## src/hdl/lpht_pkg.sv

```systemverilog
// ============================================================================
// lpht_pkg - shared definitions for the linear probe hash table
// Table geometry, command and status codes, and the command beat that the
// front end hands to the probe engine through the command queue.
// ============================================================================
package lpht_pkg;

    localparam int TABLE_SIZE  = 13;
    localparam int KEY_WIDTH   = 16;
    localparam int SLOT_W      = $clog2(TABLE_SIZE);
    localparam int REM_W       = SLOT_W + 1;
    localparam int PROD_W      = 2 * KEY_WIDTH;
    localparam int QUEUE_DEPTH = 2;
    localparam int QPTR_W      = $clog2(QUEUE_DEPTH);
    localparam int QCNT_W      = $clog2(QUEUE_DEPTH + 1);

    localparam int FUNC_W      = 2;
    localparam int KEY_IN_W    = 16;
    localparam int SLOT_OUT_W  = 4;
    localparam int STATUS_W    = 2;

    // floor(2^KEY_WIDTH / TABLE_SIZE); the quotient estimate it yields is
    // never more than one below the true quotient.
    localparam logic [KEY_WIDTH-1:0] HOME_RECIP =
        KEY_WIDTH'((64'd1 << KEY_WIDTH) / TABLE_SIZE);

    localparam logic [FUNC_W-1:0] FUNC_CLEAR  = 2'd0;
    localparam logic [FUNC_W-1:0] FUNC_INSERT = 2'd1;
    localparam logic [FUNC_W-1:0] FUNC_SEARCH = 2'd2;

    localparam logic [STATUS_W-1:0] STATUS_DONE = 2'd0;
    localparam logic [STATUS_W-1:0] STATUS_MISS = 2'd1;
    localparam logic [STATUS_W-1:0] STATUS_FULL = 2'd2;

    typedef enum logic [1:0] {
        OP_CLEAR,
        OP_INSERT,
        OP_SEARCH,
        OP_NOP
    } op_t;

    typedef logic [SLOT_W-1:0]    slot_t;
    typedef logic [KEY_WIDTH-1:0] tkey_t;

    typedef struct packed {
        op_t   op;
        tkey_t key;
        slot_t home;
    } cmd_t;

    typedef struct packed {
        logic valid;
        cmd_t cmd;
    } cmd_beat_t;

endpackage

```

## src/hdl/lpht_front.sv

```systemverilog
// ============================================================================
// lpht_front - command intake and home slot computation
// Takes input beats, decodes the function code and reduces the key modulo
// the table size with a reciprocal multiply, then offers the command to
// the command queue.
// ============================================================================
module lpht_front (
    input  logic                          clk,
    input  logic                          rst_n,
    input  logic                          push,
    output logic                          full,
    input  logic [lpht_pkg::FUNC_W-1:0]   func,
    input  logic [lpht_pkg::KEY_IN_W-1:0] key,
    output lpht_pkg::cmd_beat_t           cmd_out,
    input  logic                          q_full
);
    import lpht_pkg::*;

    logic              a_valid_reg, a_valid_next;
    op_t               a_op_reg;
    tkey_t             a_key_reg;
    logic [PROD_W-1:0] a_prod_reg;

    logic              accept;
    op_t               dec_op;
    tkey_t             key_k;
    tkey_t             q_est;
    tkey_t             rem_full;
    logic [REM_W-1:0]  rem;
    slot_t             home;

    assign full   = a_valid_reg && q_full;
    assign accept = push && !full;
    assign key_k  = KEY_WIDTH'(key);

    always_comb
    begin
        unique case (func)
            FUNC_CLEAR:  dec_op = OP_CLEAR;
            FUNC_INSERT: dec_op = OP_INSERT;
            FUNC_SEARCH: dec_op = OP_SEARCH;
            default:     dec_op = OP_NOP;
        endcase
    end

    // The estimate is the quotient or one less, so the remainder stays
    // below twice the table size and one conditional subtract fixes it.
    always_comb
    begin
        q_est    = a_prod_reg[PROD_W-1:KEY_WIDTH];
        rem_full = a_key_reg - KEY_WIDTH'(q_est * TABLE_SIZE);
        rem      = REM_W'(rem_full);
        if (rem >= REM_W'(TABLE_SIZE))
        begin
            home = SLOT_W'(rem - REM_W'(TABLE_SIZE));
        end
        else
        begin
            home = SLOT_W'(rem);
        end
    end

    assign a_valid_next = accept || (a_valid_reg && q_full);

    always_ff @(posedge clk or negedge rst_n)
    begin
        if (!rst_n)
        begin
            a_valid_reg <= 1'b0;
        end
        else
        begin
            a_valid_reg <= a_valid_next;
        end
    end

    always_ff @(posedge clk)
    begin
        if (accept)
        begin
            a_op_reg   <= dec_op;
            a_key_reg  <= key_k;
            a_prod_reg <= PROD_W'(key_k) * PROD_W'(HOME_RECIP);
        end
    end

    assign cmd_out.valid    = a_valid_reg;
    assign cmd_out.cmd.op   = a_op_reg;
    assign cmd_out.cmd.key  = a_key_reg;
    assign cmd_out.cmd.home = home;

endmodule

```

## src/hdl/lpht_cmd_queue.sv

```systemverilog
// ============================================================================
// lpht_cmd_queue - short command queue
// Decouples the front end from the probe engine so that each side can
// stall on its own.
// ============================================================================
module lpht_cmd_queue (
    input  logic                clk,
    input  logic                rst_n,
    input  lpht_pkg::cmd_beat_t wr_beat,
    output logic                q_full,
    output lpht_pkg::cmd_beat_t rd_beat,
    input  logic                rd_take
);
    import lpht_pkg::*;

    cmd_t              entry_reg [QUEUE_DEPTH];
    logic [QPTR_W-1:0] wr_ptr_reg, wr_ptr_next;
    logic [QPTR_W-1:0] rd_ptr_reg, rd_ptr_next;
    logic [QCNT_W-1:0] count_reg, count_next;

    logic do_wr;
    logic do_rd;

    assign q_full        = (count_reg == QCNT_W'(QUEUE_DEPTH));
    assign do_wr         = wr_beat.valid && !q_full;
    assign do_rd         = rd_take && (count_reg != '0);
    assign rd_beat.valid = (count_reg != '0);
    assign rd_beat.cmd   = entry_reg[rd_ptr_reg];

    always_comb
    begin
        wr_ptr_next = wr_ptr_reg;
        rd_ptr_next = rd_ptr_reg;
        count_next  = count_reg;
        if (do_wr)
        begin
            wr_ptr_next = (wr_ptr_reg == QPTR_W'(QUEUE_DEPTH - 1)) ? '0 : wr_ptr_reg + 1'b1;
        end
        if (do_rd)
        begin
            rd_ptr_next = (rd_ptr_reg == QPTR_W'(QUEUE_DEPTH - 1)) ? '0 : rd_ptr_reg + 1'b1;
        end
        if (do_wr && !do_rd)
        begin
            count_next = count_reg + 1'b1;
        end
        else if (do_rd && !do_wr)
        begin
            count_next = count_reg - 1'b1;
        end
    end

    always_ff @(posedge clk or negedge rst_n)
    begin
        if (!rst_n)
        begin
            wr_ptr_reg <= '0;
            rd_ptr_reg <= '0;
            count_reg  <= '0;
        end
        else
        begin
            wr_ptr_reg <= wr_ptr_next;
            rd_ptr_reg <= rd_ptr_next;
            count_reg  <= count_next;
        end
    end

    always_ff @(posedge clk)
    begin
        if (do_wr)
        begin
            entry_reg[wr_ptr_reg] <= wr_beat.cmd;
        end
    end

endmodule

```

## src/hdl/lpht_probe.sv

```systemverilog
// ============================================================================
// lpht_probe - probe engine and slot storage
// Holds the key memory and the occupancy bits, walks the probe sequence one
// slot per cycle and keeps the result in an output register.
// ============================================================================
module lpht_probe (
    input  logic                            clk,
    input  logic                            rst_n,
    input  lpht_pkg::cmd_beat_t             cmd_in,
    output logic                            cmd_take,
    output logic                            empty,
    input  logic                            pop,
    output logic [lpht_pkg::SLOT_OUT_W-1:0] slot_index,
    output logic [lpht_pkg::STATUS_W-1:0]   status
);
    import lpht_pkg::*;

    typedef enum logic {
        S_IDLE,
        S_PROBE
    } state_t;

    state_t                  state_reg, state_next;
    op_t                     op_reg, op_next;
    tkey_t                   key_reg, key_next;
    slot_t                   pos_reg, pos_next;
    slot_t                   cnt_reg, cnt_next;
    logic [TABLE_SIZE-1:0]   used_reg, used_next;
    logic                    out_valid_reg, out_valid_next;
    logic [SLOT_OUT_W-1:0]   out_slot_reg, out_slot_next;
    logic [STATUS_W-1:0]     out_status_reg, out_status_next;

    tkey_t                   slot_keys [TABLE_SIZE];
    tkey_t                   rd_data_reg;
    slot_t                   rd_addr;
    logic                    wr_en;

    logic                    out_free;
    logic                    slot_empty;
    logic                    last_slot;
    slot_t                   pos_inc;

    assign out_free   = !out_valid_reg || pop;
    assign cmd_take   = (state_reg == S_IDLE) && cmd_in.valid && out_free;
    assign slot_empty = !used_reg[pos_reg];
    assign last_slot  = (cnt_reg == SLOT_W'(TABLE_SIZE - 1));
    assign pos_inc    = (pos_reg == SLOT_W'(TABLE_SIZE - 1)) ? '0 : pos_reg + 1'b1;

    always_comb
    begin
        state_next      = state_reg;
        op_next         = op_reg;
        key_next        = key_reg;
        pos_next        = pos_reg;
        cnt_next        = cnt_reg;
        used_next       = used_reg;
        out_valid_next  = out_valid_reg && !pop;
        out_slot_next   = out_slot_reg;
        out_status_next = out_status_reg;
        rd_addr         = pos_reg;
        wr_en           = 1'b0;

        unique case (state_reg)
            S_IDLE:
            begin
                if (cmd_take)
                begin
                    case (cmd_in.cmd.op)
                        OP_INSERT, OP_SEARCH:
                        begin
                            op_next    = cmd_in.cmd.op;
                            key_next   = cmd_in.cmd.key;
                            pos_next   = cmd_in.cmd.home;
                            cnt_next   = '0;
                            rd_addr    = cmd_in.cmd.home;
                            state_next = S_PROBE;
                        end
                        OP_CLEAR:
                        begin
                            used_next       = '0;
                            out_valid_next  = 1'b1;
                            out_slot_next   = '0;
                            out_status_next = STATUS_DONE;
                        end
                        default:
                        begin
                            out_valid_next  = 1'b1;
                            out_slot_next   = '0;
                            out_status_next = STATUS_DONE;
                        end
                    endcase
                end
            end
            S_PROBE:
            begin
                // The output register was free at dispatch and nothing else
                // writes it during a probe, so a finishing probe always lands.
                if (op_reg == OP_INSERT)
                begin
                    if (slot_empty)
                    begin
                        used_next[pos_reg] = 1'b1;
                        wr_en              = 1'b1;
                        out_valid_next     = 1'b1;
                        out_slot_next      = SLOT_OUT_W'(pos_reg);
                        out_status_next    = STATUS_DONE;
                        state_next         = S_IDLE;
                    end
                    else if (last_slot)
                    begin
                        out_valid_next  = 1'b1;
                        out_slot_next   = '0;
                        out_status_next = STATUS_FULL;
                        state_next      = S_IDLE;
                    end
                    else
                    begin
                        pos_next = pos_inc;
                        cnt_next = cnt_reg + 1'b1;
                        rd_addr  = pos_inc;
                    end
                end
                else
                begin
                    if (slot_empty || (last_slot && rd_data_reg != key_reg))
                    begin
                        out_valid_next  = 1'b1;
                        out_slot_next   = '0;
                        out_status_next = STATUS_MISS;
                        state_next      = S_IDLE;
                    end
                    else if (rd_data_reg == key_reg)
                    begin
                        out_valid_next  = 1'b1;
                        out_slot_next   = SLOT_OUT_W'(pos_reg);
                        out_status_next = STATUS_DONE;
                        state_next      = S_IDLE;
                    end
                    else
                    begin
                        pos_next = pos_inc;
                        cnt_next = cnt_reg + 1'b1;
                        rd_addr  = pos_inc;
                    end
                end
            end
            default:
            begin
                state_next = S_IDLE;
            end
        endcase
    end

    always_ff @(posedge clk or negedge rst_n)
    begin
        if (!rst_n)
        begin
            state_reg      <= S_IDLE;
            used_reg       <= '0;
            out_valid_reg  <= 1'b0;
            op_reg         <= OP_NOP;
            key_reg        <= '0;
            pos_reg        <= '0;
            cnt_reg        <= '0;
            out_slot_reg   <= '0;
            out_status_reg <= STATUS_DONE;
        end
        else
        begin
            state_reg      <= state_next;
            used_reg       <= used_next;
            out_valid_reg  <= out_valid_next;
            op_reg         <= op_next;
            key_reg        <= key_next;
            pos_reg        <= pos_next;
            cnt_reg        <= cnt_next;
            out_slot_reg   <= out_slot_next;
            out_status_reg <= out_status_next;
        end
    end

    // Key storage: one write and one registered read per cycle. The read
    // address runs one slot ahead so the data meets the slot under test.
    always_ff @(posedge clk)
    begin
        if (wr_en)
        begin
            slot_keys[pos_reg] <= key_reg;
        end
        rd_data_reg <= slot_keys[rd_addr];
    end

    assign empty      = !out_valid_reg;
    assign slot_index = out_slot_reg;
    assign status     = out_status_reg;

endmodule

```

## src/hdl/linear_probe_hash_table_unit.sv

```systemverilog
// ============================================================================
// linear_probe_hash_table_unit - open addressing hash table, linear probing
// Usage notes:
//   Commands enter through a queue-style port: a beat is taken at a clock
//   edge where push is high and full is low. func selects clear, insert or
//   search; key is the lookup key (its home slot is key modulo 13).
//   Every command yields exactly one result beat on a queue-style port:
//   while empty is low, slot_index and status show the oldest result, and
//   it is taken at an edge where pop is high.
//   A command passes the intake register and the command queue before the
//   probe engine takes it; a clear or an unused code sets its result as it
//   is taken. Insert and search walk the table one slot per cycle through
//   the single key memory read port, probing 1 to 13 slots.
//   The probe engine takes no new command until the previous probe ends;
//   clears can follow every cycle as long as each result is popped as it
//   appears.
//   A two-entry command queue sits between intake and probe engine, so
//   commands are still taken while a result waits. If pop stays low, the
//   engine holds after finishing one result and full rises once the queue
//   and the intake stage fill.
//   Reset empties the table and all queues; no clearing pass is needed.
// ============================================================================
module linear_probe_hash_table_unit (
    input  logic                            clk,
    input  logic                            rst_n,
    input  logic                            push,
    output logic                            full,
    input  logic [lpht_pkg::FUNC_W-1:0]     func,
    input  logic [lpht_pkg::KEY_IN_W-1:0]   key,
    output logic                            empty,
    input  logic                            pop,
    output logic [lpht_pkg::SLOT_OUT_W-1:0] slot_index,
    output logic [lpht_pkg::STATUS_W-1:0]   status
);
    import lpht_pkg::*;

    cmd_beat_t front_beat;
    cmd_beat_t queue_beat;
    logic      q_full;
    logic      cmd_take;

    lpht_front u_front (
        .clk     (clk),
        .rst_n   (rst_n),
        .push    (push),
        .full    (full),
        .func    (func),
        .key     (key),
        .cmd_out (front_beat),
        .q_full  (q_full)
    );

    lpht_cmd_queue u_queue (
        .clk     (clk),
        .rst_n   (rst_n),
        .wr_beat (front_beat),
        .q_full  (q_full),
        .rd_beat (queue_beat),
        .rd_take (cmd_take)
    );

    lpht_probe u_probe (
        .clk        (clk),
        .rst_n      (rst_n),
        .cmd_in     (queue_beat),
        .cmd_take   (cmd_take),
        .empty      (empty),
        .pop        (pop),
        .slot_index (slot_index),
        .status     (status)
    );

    a_status_code : assert property (@(posedge clk) disable iff (!rst_n)
        !empty |-> (status == STATUS_DONE || status == STATUS_MISS ||
                    status == STATUS_FULL))
        else $error("result carries an undefined status code");

    a_fail_slot_zero : assert property (@(posedge clk) disable iff (!rst_n)
        (!empty && status != STATUS_DONE) |-> (slot_index == '0))
        else $error("miss or full result with a nonzero slot");

    a_front_hold : assert property (@(posedge clk) disable iff (!rst_n)
        (front_beat.valid && q_full) |=> front_beat.valid)
        else $error("intake stage dropped a command while the queue was full");

    a_take_needs_cmd : assert property (@(posedge clk) disable iff (!rst_n)
        cmd_take |-> queue_beat.valid)
        else $error("probe engine took a command from an empty queue");

endmodule
```

## config.mk

```make
export PLATFORM = sky130hd
export DESIGN_NAME = linear_probe_hash_table_unit
export DESIGN_NICKNAME = d
export VERILOG_FILES = /design/src/hdl/lpht_pkg.sv /design/src/hdl/lpht_front.sv /design/src/hdl/lpht_cmd_queue.sv /design/src/hdl/lpht_probe.sv /design/src/hdl/linear_probe_hash_table_unit.sv
export SDC_FILE = /design/constraint.sdc
export NUM_CORES = 1
export LEC_CHECK = 0
export ABC_AREA = 1
export BUFFER_PORTS_ARGS = -buffer_cell sky130_fd_sc_hd__buf_4
export CAP_MARGIN = 5
export CORE_MARGIN = 5
export CORE_UTILIZATION = 50
export DETAILED_ROUTE_END_ITERATION = 7
export MAX_ROUTING_LAYER = met4
export PLACE_DENSITY_LB_ADDON = 0.05
export SETUP_SLACK_MARGIN = 0.02
export SLEW_MARGIN = 5
export SYNTH_ARGS = -nofsm -noshare
export SYNTH_HDL_FRONTEND = slang
export SYNTH_SLANG_ARGS = --single-unit
```

## constraint.sdc

```tcl
create_clock -name clk -period 3.6 [get_ports clk]
set_input_delay 0.18 -clock clk [delete_from_list [all_inputs] [get_ports clk]]
set_output_delay 0.18 -clock clk [all_outputs]
set_load 0.01 [all_outputs]
```

* After elaboration in Yosys (flattened, before gate mapping) *
Memories as Yosys holds them, arrays and structs flattened. A register that Yosys moved wholly into a read port is not among the register bits.
Index checks and enable logic that the tools add are counted.
W data, S select, Z words.

storage, ports and cells
  flip-flop bits (word level) = 99
  latch bits = 0
  memory bits (writable) = 252
  bits in read-only memories = 0
  input bits = 22
  logic and storage cells = 156
  memories = 2

memory list
  memory             words  bits a word  read ports  clocked after Yosys merged registers in  wr ports  line                  source
  u_probe.slot_keys  13     16           1           1                                        1         lpht_probe.sv:33      tkey_t slot_keys [TABLE_SIZE];
  u_queue.entry_reg  2      22           1           0                                        1         lpht_cmd_queue.sv:16  cmd_t entry_reg [QUEUE_DEPTH];

operators by class
  add/sub/neg operators = 8
  $mul = 2
  div/mod/pow operators = 0
  order comparisons = 3
  equal/unequal tests = 22
  shift-type cells = 0
  multiplexer cells = 71
  bitwise gates (word level) = 2
  reductions and logical operators = 30

operator list
  operator                  number
  $mux W4                   23
  $mux W13                  4
  $mul A16 B13 Y29 const B  1
  $pmux W13 S2              1
  $mux W1                   25
  $pmux W4 S2               3
  $mux W2                   9
  $eq A16 B16 Y1            1
  $ne A16 B16 Y1            1
  $mul A13 B4 Y5 const B    1
  $or A13 B13 Y13           1
  $ne A2 B2 Y1 const B      6
  $ne A3 B3 Y1 const B      4
  $logic_and A1 B1 Y1       11
  $add A4 B1 Y4 const B     2
  $eq A4 B4 Y1 const B      2
  $ne A4 B4 Y1 const B      2
  $reduce_and A4 Y1         2
  $logic_not A1 Y1          7
  $eq A2 B1 Y1 const B      3
  $eq A2 B2 Y1 const B      3
  $pmux W2 S3               1
  $reduce_and A6 Y1         1
  $ge A5 B4 Y1 const B      1
  other kinds (17)          23

* Logic depth before layout (Yosys ltp) *
Gate-level depths: netlist (run 1).

  depth after elaboration = 8
  gate-level depth with buffers = 22
  gate-level depth less buffers = 19

* Cells and area by module *
A second synthesis (run 1) with hierarchy kept.

second synthesis, totals
  cell total of the unflattened synthesis = 1823
  area total of the unflattened synthesis = 17897.2 sq um

modules (own cells, without submodules)
  module          times used  cells each  area each (sq um)  sequential area each (sq um)
  lpht_probe      1           1209        11969.0            7744.9
  lpht_front      1           468         4091.4             715.7
  lpht_cmd_queue  1           146         1836.8             1421.4

* Worst setup path before layout (run 1) *
OpenSTA, ideal clock, no wires.

  kind = input to register
  start point = in key[3] (netlist bit)
  end point = reg u_front.a_prod_reg[20], data pin
  arrival time = 3.663 ns
  setup slack = -0.327 ns
  stages = 16
  path buffers = 0
  cells stage by stage = fa_1 -> inv_1 -> fa_1 -> fa_1 -> inv_1 -> fa_1 -> inv_1 -> fa_1 -> inv_1 -> ha_1 -> nand2_1 -> nor2_1 -> o211ai_1 -> o2111ai_1 -> a31oi_1 -> xor2_1

on the way
  cells in the longest elaborated chain, start to end = 1

RTL lines
  item                    line                                source
  start: declaration      linear_probe_hash_table_unit.sv:29  input logic [lpht_pkg::KEY_IN_W-1:0] key,
  $mul A16 B13 Y29        lpht_front.sv:83                    a_prod_reg <= PROD_W'(key_k) * PROD_W'(HOME_RECIP);
  end signal: assignment  lpht_front.sv:83
  end: declaration        lpht_front.sv:22                    logic [PROD_W-1:0] a_prod_reg;

Every way passes these cells.
A chain may end at the register's enable or synchronous reset.

* Worst setup path in the final report (run 1) *
  start point = in key[8] (netlist bit)
  end point = reg u_front.a_prod_reg[20], data pin

The elaborated chain is that of the path after synthesis.

==> results of run 1 <==
layout make-up:
cell class | count | area, um2
clock inverter | 20 | 352
timing repair buffer | 135 | 1100
fill | 3016 | 14600
sequential | 343 | 9880
inverter | 364 | 1370
tap | 461 | 577
clock buffer | 47 | 983
multi-input combinational | 957 | 6350
per-layer routing:
metal	share of wire (%)	vias to the layer above	track usage (%)	wire length [um]
met5	0	-	-	0
li1	-	5820	-	-
met2	48	260	35.5	19400
met3	4.1	47	2.21	1640
met4	1.7	0	4.00	669
met1	46	5704	29.5	18300
critical path, cell delays in order:
cell and delay [ns]:
buf_12 0.11, buf_6 0.11, fa_1 0.56, ha_4 0.22
fa_1 0.50, fa_1 0.53, inv_2 0.04, fa_1 0.51
inv_2 0.05, ha_4 0.29, nand2_4 0.06, nor2_4 0.11
o211ai_1 0.10, o2111ai_2 0.14, a31oi_1 0.15, xor2_1 0.17
timing repair:
action	4_1_cts	5_1_grt
buffers inserted	0	2
gates resized for setup	0	26
setup endpoints to repair	1	17
hold endpoints to repair	59	0
hold buffers	10	0
pin swaps	2	19
synth_stat cells (2+ instances only):
| cell | instances | share of area, % |
|---|---|---|
| a21oi_1 | 36 | 1.0 |
| ha_1 | 82 | 5.8 |
| xor2_1 | 18 | 0.89 |
| fa_1 | 52 | 5.9 |
| nand4_1 | 3 | 0.11 |
| o21ai_0 | 20 | 0.57 |
| mux2i_1 | 3 | 0.17 |
| inv_2 | 7 | 0.15 |
| nand2_2 | 6 | 0.21 |
| dfstp_2 | 2 | 0.30 |
| buf_2 | 33 | 0.93 |
| xnor2_1 | 18 | 0.89 |
| o2111ai_1 | 2 | 0.099 |
| clkbuf_1 | 13 | 0.28 |
| o211ai_1 | 6 | 0.25 |
| a31oi_1 | 2 | 0.071 |
| nor2_1 | 115 | 2.4 |
| nand2_4 | 3 | 0.19 |
| nor2_2 | 3 | 0.11 |
| buf_6 | 6 | 0.38 |
| dfxtp_1 | 16 | 1.8 |
| nand3_1 | 254 | 7.2 |
| nor3_1 | 13 | 0.37 |
| nor2_4 | 5 | 0.32 |
| buf_4 | 12 | 0.51 |
| nand3b_1 | 17 | 0.72 |
| nand3_2 | 4 | 0.23 |
| nand2_1 | 270 | 5.7 |
| edfxtp_1 | 275 | 47 |
| dfrtp_1 | 50 | 7.1 |
| o31ai_1 | 16 | 0.68 |
| o21ai_1 | 2 | 0.057 |
| inv_1 | 355 | 7.5 |
| clkinv_1 | 2 | 0.042 |
stage by stage:
| step | setup slack (ns) | instances | setup TNS, ns | util [%] |
|---|---|---|---|---|
| 6_report | 0.0397 | 2327 | 0 | 58.5 |
| 3_5_place_dp | -0.547 | 2248 | -2.50 | 54.0 |
| 5_1_grt | -0.0857 | 2327 | -0.129 | 58.5 |
| 4_1_cts | 0.0340 | 2325 | 0 | 58.1 |
| 2_1_floorplan | -0.186 | 1729 | -0.427 | - |
| 3_3_place_gp | -0.476 | 2248 | -2.19 | 54.0 |
kinds of logic after synthesis:
family | after synthesis
XOR/XNOR | 36
buffers and inverters | 429
AO/OA/AOI/OAI | 89
AND/OR/NAND/NOR | 695
flip-flops | 343
multiplexers | 3
adder cells (fa/ha/maj) | 134
how the worst max path moves through the flow:
stage,slack [ns],cells past startpoint,end
detailed placement,-0.55,17,u_front.a_prod_reg[20]
finish,0.04,16,u_front.a_prod_reg[20]
global placement,-0.48,17,u_front.a_prod_reg[20]
global route,-0.09,16,u_front.a_prod_reg[20]
floorplan,-0.19,16,u_front.a_prod_reg[20]
CTS,0.03,17,u_front.a_prod_reg[20]
==> flow_metrics.py, run 1 <==
metrics = {
    "routing": {
        "wl_mm": 40.0,
        "num_vias": 11831,
        "ant_nets": 0,
        "wl_per_cell_um": 17.2,
        "drc": 0,
        "drt_pass1_iterations": 5,
        "first_iter_violations": 758,
        "viasPerCell": 5.08,
    },
    "sta": {
        "whs_ns": 0.0299,
        "fin_crit_sh_pct": 98.9,
        "min_period_ns": 3.56,
        "maxSlewHeadroom_pct": 33.9,
        "rsz0062_at_grt": "yes",
        "final-max-slew-violation-count": 0,
        "finalHoldViolCount": 0,
        "worst_pin_slew_ns": 0.990,
        "finClkSkew_ns": 0.0288,
        "finalSetupViolCount": 0,
        "clock.fmax_mhz": 281,
    },
    "global_routing": {
        "grt_pass1_vias": 11653,
        "grt-ovfl-total": 0,
        "antenna_found_initial": 0,
        "grt_usage_pct": 21.5,
        "grt_pass1_wl_mm": 64.2,
        "grt_max_degree": 53,
    },
    "critical_path": {
        "worst_ep_required_time_ns": 3.86,
        "r2r_start": "u_probe.key_reg[0]",
        "end_kind": "flop",
        "worstPathMaxFanout": 5,
        "reg2reg_setup_slack_ns": 0.32,
        "crit_type": "input pin to flop",
        "r2r_end": "u_probe.rd_data_reg[14]",
        "crit_start": "key[8]",
        "worstPathArrival_ns": 3.82,
        "cp-start-kind": "input pin",
        "ff2ff_path_depth": 17,
    },
    "clocking": {
        "clock-sinks": 343,
        "clk_pin_slew_ns": 0.06,
        "htree_levels": 2,
        "cts-root-buf": "clkbuf_16",
        "cts_inserted_buffers": 37,
        "cts_tree": "built",
        "ctsLongestPathBuffers": 3,
        "clk_latency_ns": 0.53,
    },
    "synthesis": {
        "syn_inst": 1729,
        "synth_nets": 1885,
        "yosysSeqAreaShare_pct": 55.8,
        "synth-main-ff-cell": "edfxtp_1",
        "synth_seq_cells": 343,
        "async_reset_ff_share_pct": 15.2,
        "synth-adder-area-share_pct": 11.7,
        "synth_top_family_by_area": "simple AND/OR/NAND/NOR gates",
        "synthXorXnorAreaFrac_pct": 1.78,
        "yosys.area_share.simple_pct": 17.7,
        "netlist_area_mm2": 0.0177,
        "ys_types": 42,
        "synth_warnings": 0,
        "synth_edf_count": 275,
        "synthMuxAreaShare_pct": 0.170,
        "synth_compound_area_share_pct": 2.99,
        "synth.avg_cell_area_um2": 10.2,
    },
    "final_layout": {
        "largest_reg_flops": 208,
        "layout_commonest_cell": "inv_1",
        "antennaDiodeCount": 0,
        "syn2layout_area_growth_pct": 16.5,
        "finish.instance_area_mm2": 0.0206,
        "drive_gt1_share_pct": 14.3,
        "layout_common_cells": "inv_1 (346), edfxtp_1 (275), nand2_1 (266)",
        "nets": 1994,
    },
    "place": {
        "port_buffers": 29,
        "placed_area_mm2": 0.0190,
        "gp_congestion": 0.832,
        "dp_hpwl_mm": 26.0,
    },
    "floorplan": {
        "initial_core_util_pct": 50.2,
        "die_x_um": 198,
        "io_pins": 30,
        "rows": 69,
        "dieArea_mm2": 0.0393,
        "die_h_um": 198,
        "core_area_mm2": 0.0352,
    },
    "hold_path": {
        "min_from": "key[5]",
        "hold_class": "input pin to flop",
        "hold_end": "u_front.a_key_reg[5]",
        "hold_depth": 2,
    },
    "flow_run": {
        "cap_violations": 0,
    },
    "run_status": {
        "status": "finished clean",
    },
}
Power of run 1 is left out: the tool's default activity adds up to more than one toggle a clock period on the data nets, which glitch-free logic cannot reach.
==> inputs of run 2 (changes only) <==
- RECOVER_POWER: default -> 50
==> flow_metrics.py, run 2 (synthesized netlist as in run 1, its figures left out) <==
metrics = {
    "run_status": {
        "status": "finished clean",
    },
    "critical_path": {
        "slowest_delay_ns": 0.56,
        "cpMaxStageDelayCell": "fa_1",
        "worst_ep_required_time_ns": 3.86,
        "cp-start-kind": "input pin",
        "worstPathArrival_ns": 3.81,
        "path_cells": "buf_12, buf_6, fa_1, ha_4, fa_1, fa_1, inv_2, fa_1, inv_2, ha_4, nand2_4, nor2_4, o211ai_1, o2111ai_2, a31oi_1, xor2_1",
        "crit_top_cell": "fa_1",
        "crit_type": "input pin to flop",
        "worstPathMaxFanout": 5,
        "end_kind": "flop",
    },
    "routing": {
        "ant_nets": 0,
        "drc": 0,
        "viasPerCell": 5.07,
        "wl_per_cell_um": 17.1,
        "first_iter_violations": 757,
        "drt_pass1_iterations": 6,
        "wl_mm": 39.9,
        "num_vias": 11804,
    },
    "clocking": {
        "ctsLongestPathBuffers": 3,
        "clock-sinks": 343,
        "cts_tree": "built",
        "htree_levels": 2,
        "clk_latency_ns": 0.53,
        "clk_pin_slew_ns": 0.06,
        "cts-root-buf": "clkbuf_16",
        "cts_inserted_buffers": 37,
    },
    "floorplan": {
        "die_x_um": 198,
        "io_pins": 30,
        "core_area_mm2": 0.0352,
        "dieArea_mm2": 0.0393,
        "die_h_um": 198,
        "initial_core_util_pct": 50.2,
        "rows": 69,
    },
    "sta": {
        "maxSlewHeadroom_pct": 34.0,
        "finClkSkew_ns": 0.0280,
        "finalSetupViolCount": 0,
        "worst_pin_slew_ns": 0.988,
        "fin_crit_sh_pct": 98.6,
        "finalWorstSetupSlack_ns": 0.0493,
        "finalSetupTns_ns": 0,
        "final-max-slew-violation-count": 0,
        "finalHoldViolCount": 0,
        "min_period_ns": 3.55,
        "clock.fmax_mhz": 282,
        "rsz0062_at_grt": "yes",
    },
    "final_layout": {
        "fillers": 3018,
        "layout_commonest_cell": "inv_1",
        "fin_cells": 2327,
        "antennaDiodeCount": 0,
        "regArea_mm2": 0.00988,
        "nets": 1994,
        "final_core_util_pct": 58.5,
        "drive_gt1_share_pct": 14.0,
        "largest_reg_flops": 208,
        "multi_input_area_mm2": 0.00635,
        "layout_common_cells": "inv_1 (346), edfxtp_1 (275), nand2_1 (266)",
        "syn2layout_area_growth_pct": 16.4,
    },
    "place": {
        "dp_hpwl_mm": 26.0,
        "dpl_worst_slack_ns": -0.547,
        "place_inst": 2248,
        "gp_congestion": 0.832,
        "port_buffers": 29,
    },
    "hold_path": {
        "hold_class": "input pin to flop",
    },
    "global_routing": {
        "grt_pass1_wl_mm": 64.2,
        "grt_usage_pct": 21.5,
        "antenna_found_initial": 0,
        "grt_max_degree": 53,
        "grt_pass1_vias": 11653,
        "grt-ovfl-total": 0,
    },
    "flow_run": {
        "cap_violations": 0,
    },
}
-- run 2: cell count changes in the layout (fill, tap and decap cells not counted) --
cell,change
buf_4,-4
clkbuf_1,+4
-- run 2: stage by stage --
stage	instance area, um2	hold WS (ns)
after floorplan	17800	-0.116
after global placement	19000	0.268
after detailed placement	19000	0.268
after CTS	20500	0.00884
after global routing	20600	0.0308
final	20600	0.0401
-- run 2: repair_timing --
item                                    CTS  global route
endpoints found under the setup margin    1            17
pin swaps                                 2            19
resized for setup                         0            26
hold endpoints to repair                 59             0
hold buffers                             10             0
setup buffers                             0             2
-- run 2: final cells by class --
class	instances	share of cell area, %
Sequential cell	343	48.0
Multi-Input combinational cell	957	30.9
Inverter	364	6.65
Timing Repair Buffer	135	5.25
Clock buffer	47	4.77
Tap cell	461	2.80
Clock inverter	20	1.71
-- run 2: path summary, 6_finish.rpt --
check / start / end / slack, ns / cells after the start
max in group asynchronous: rst_n / u_probe.key_reg[13] / 2.89 / 2
min in group asynchronous: rst_n / u_probe.state_reg / 0.23 / 2
hold reg to reg: u_front.a_key_reg[11] / u_queue.entry_reg[1][15] / 0.45 / 0
hold / removal: key[8] / u_front.a_key_reg[8] / 0.04 / 3
setup reg to reg: u_probe.key_reg[0] / u_probe.rd_data_reg[14] / 0.27 / 17
setup / recovery: key[8] / u_front.a_prod_reg[20] / 0.05 / 16
-- run 2: worst max-delay path, delay by kind of cell --
| family | cells | cell delay, ns |
|---|---|---|
| compound gates | 3 | 0.39 |
| fa+ha+maj | 6 | 2.61 |
| buf+inv | 4 | 0.31 |
| xor+xnor | 1 | 0.17 |
| simple gates | 2 | 0.16 |
-- run 2: per-layer routing --
metal  up-vias  routed length, um  global-route usage (%)
met5         -                  0                       -
met1      5680              18400                    29.5
met4         0                685                    4.00
met2       254              19200                    35.5
li1       5820                  -                       -
met3        50               1570                    2.21
Power of run 2 is left out for the same reason.
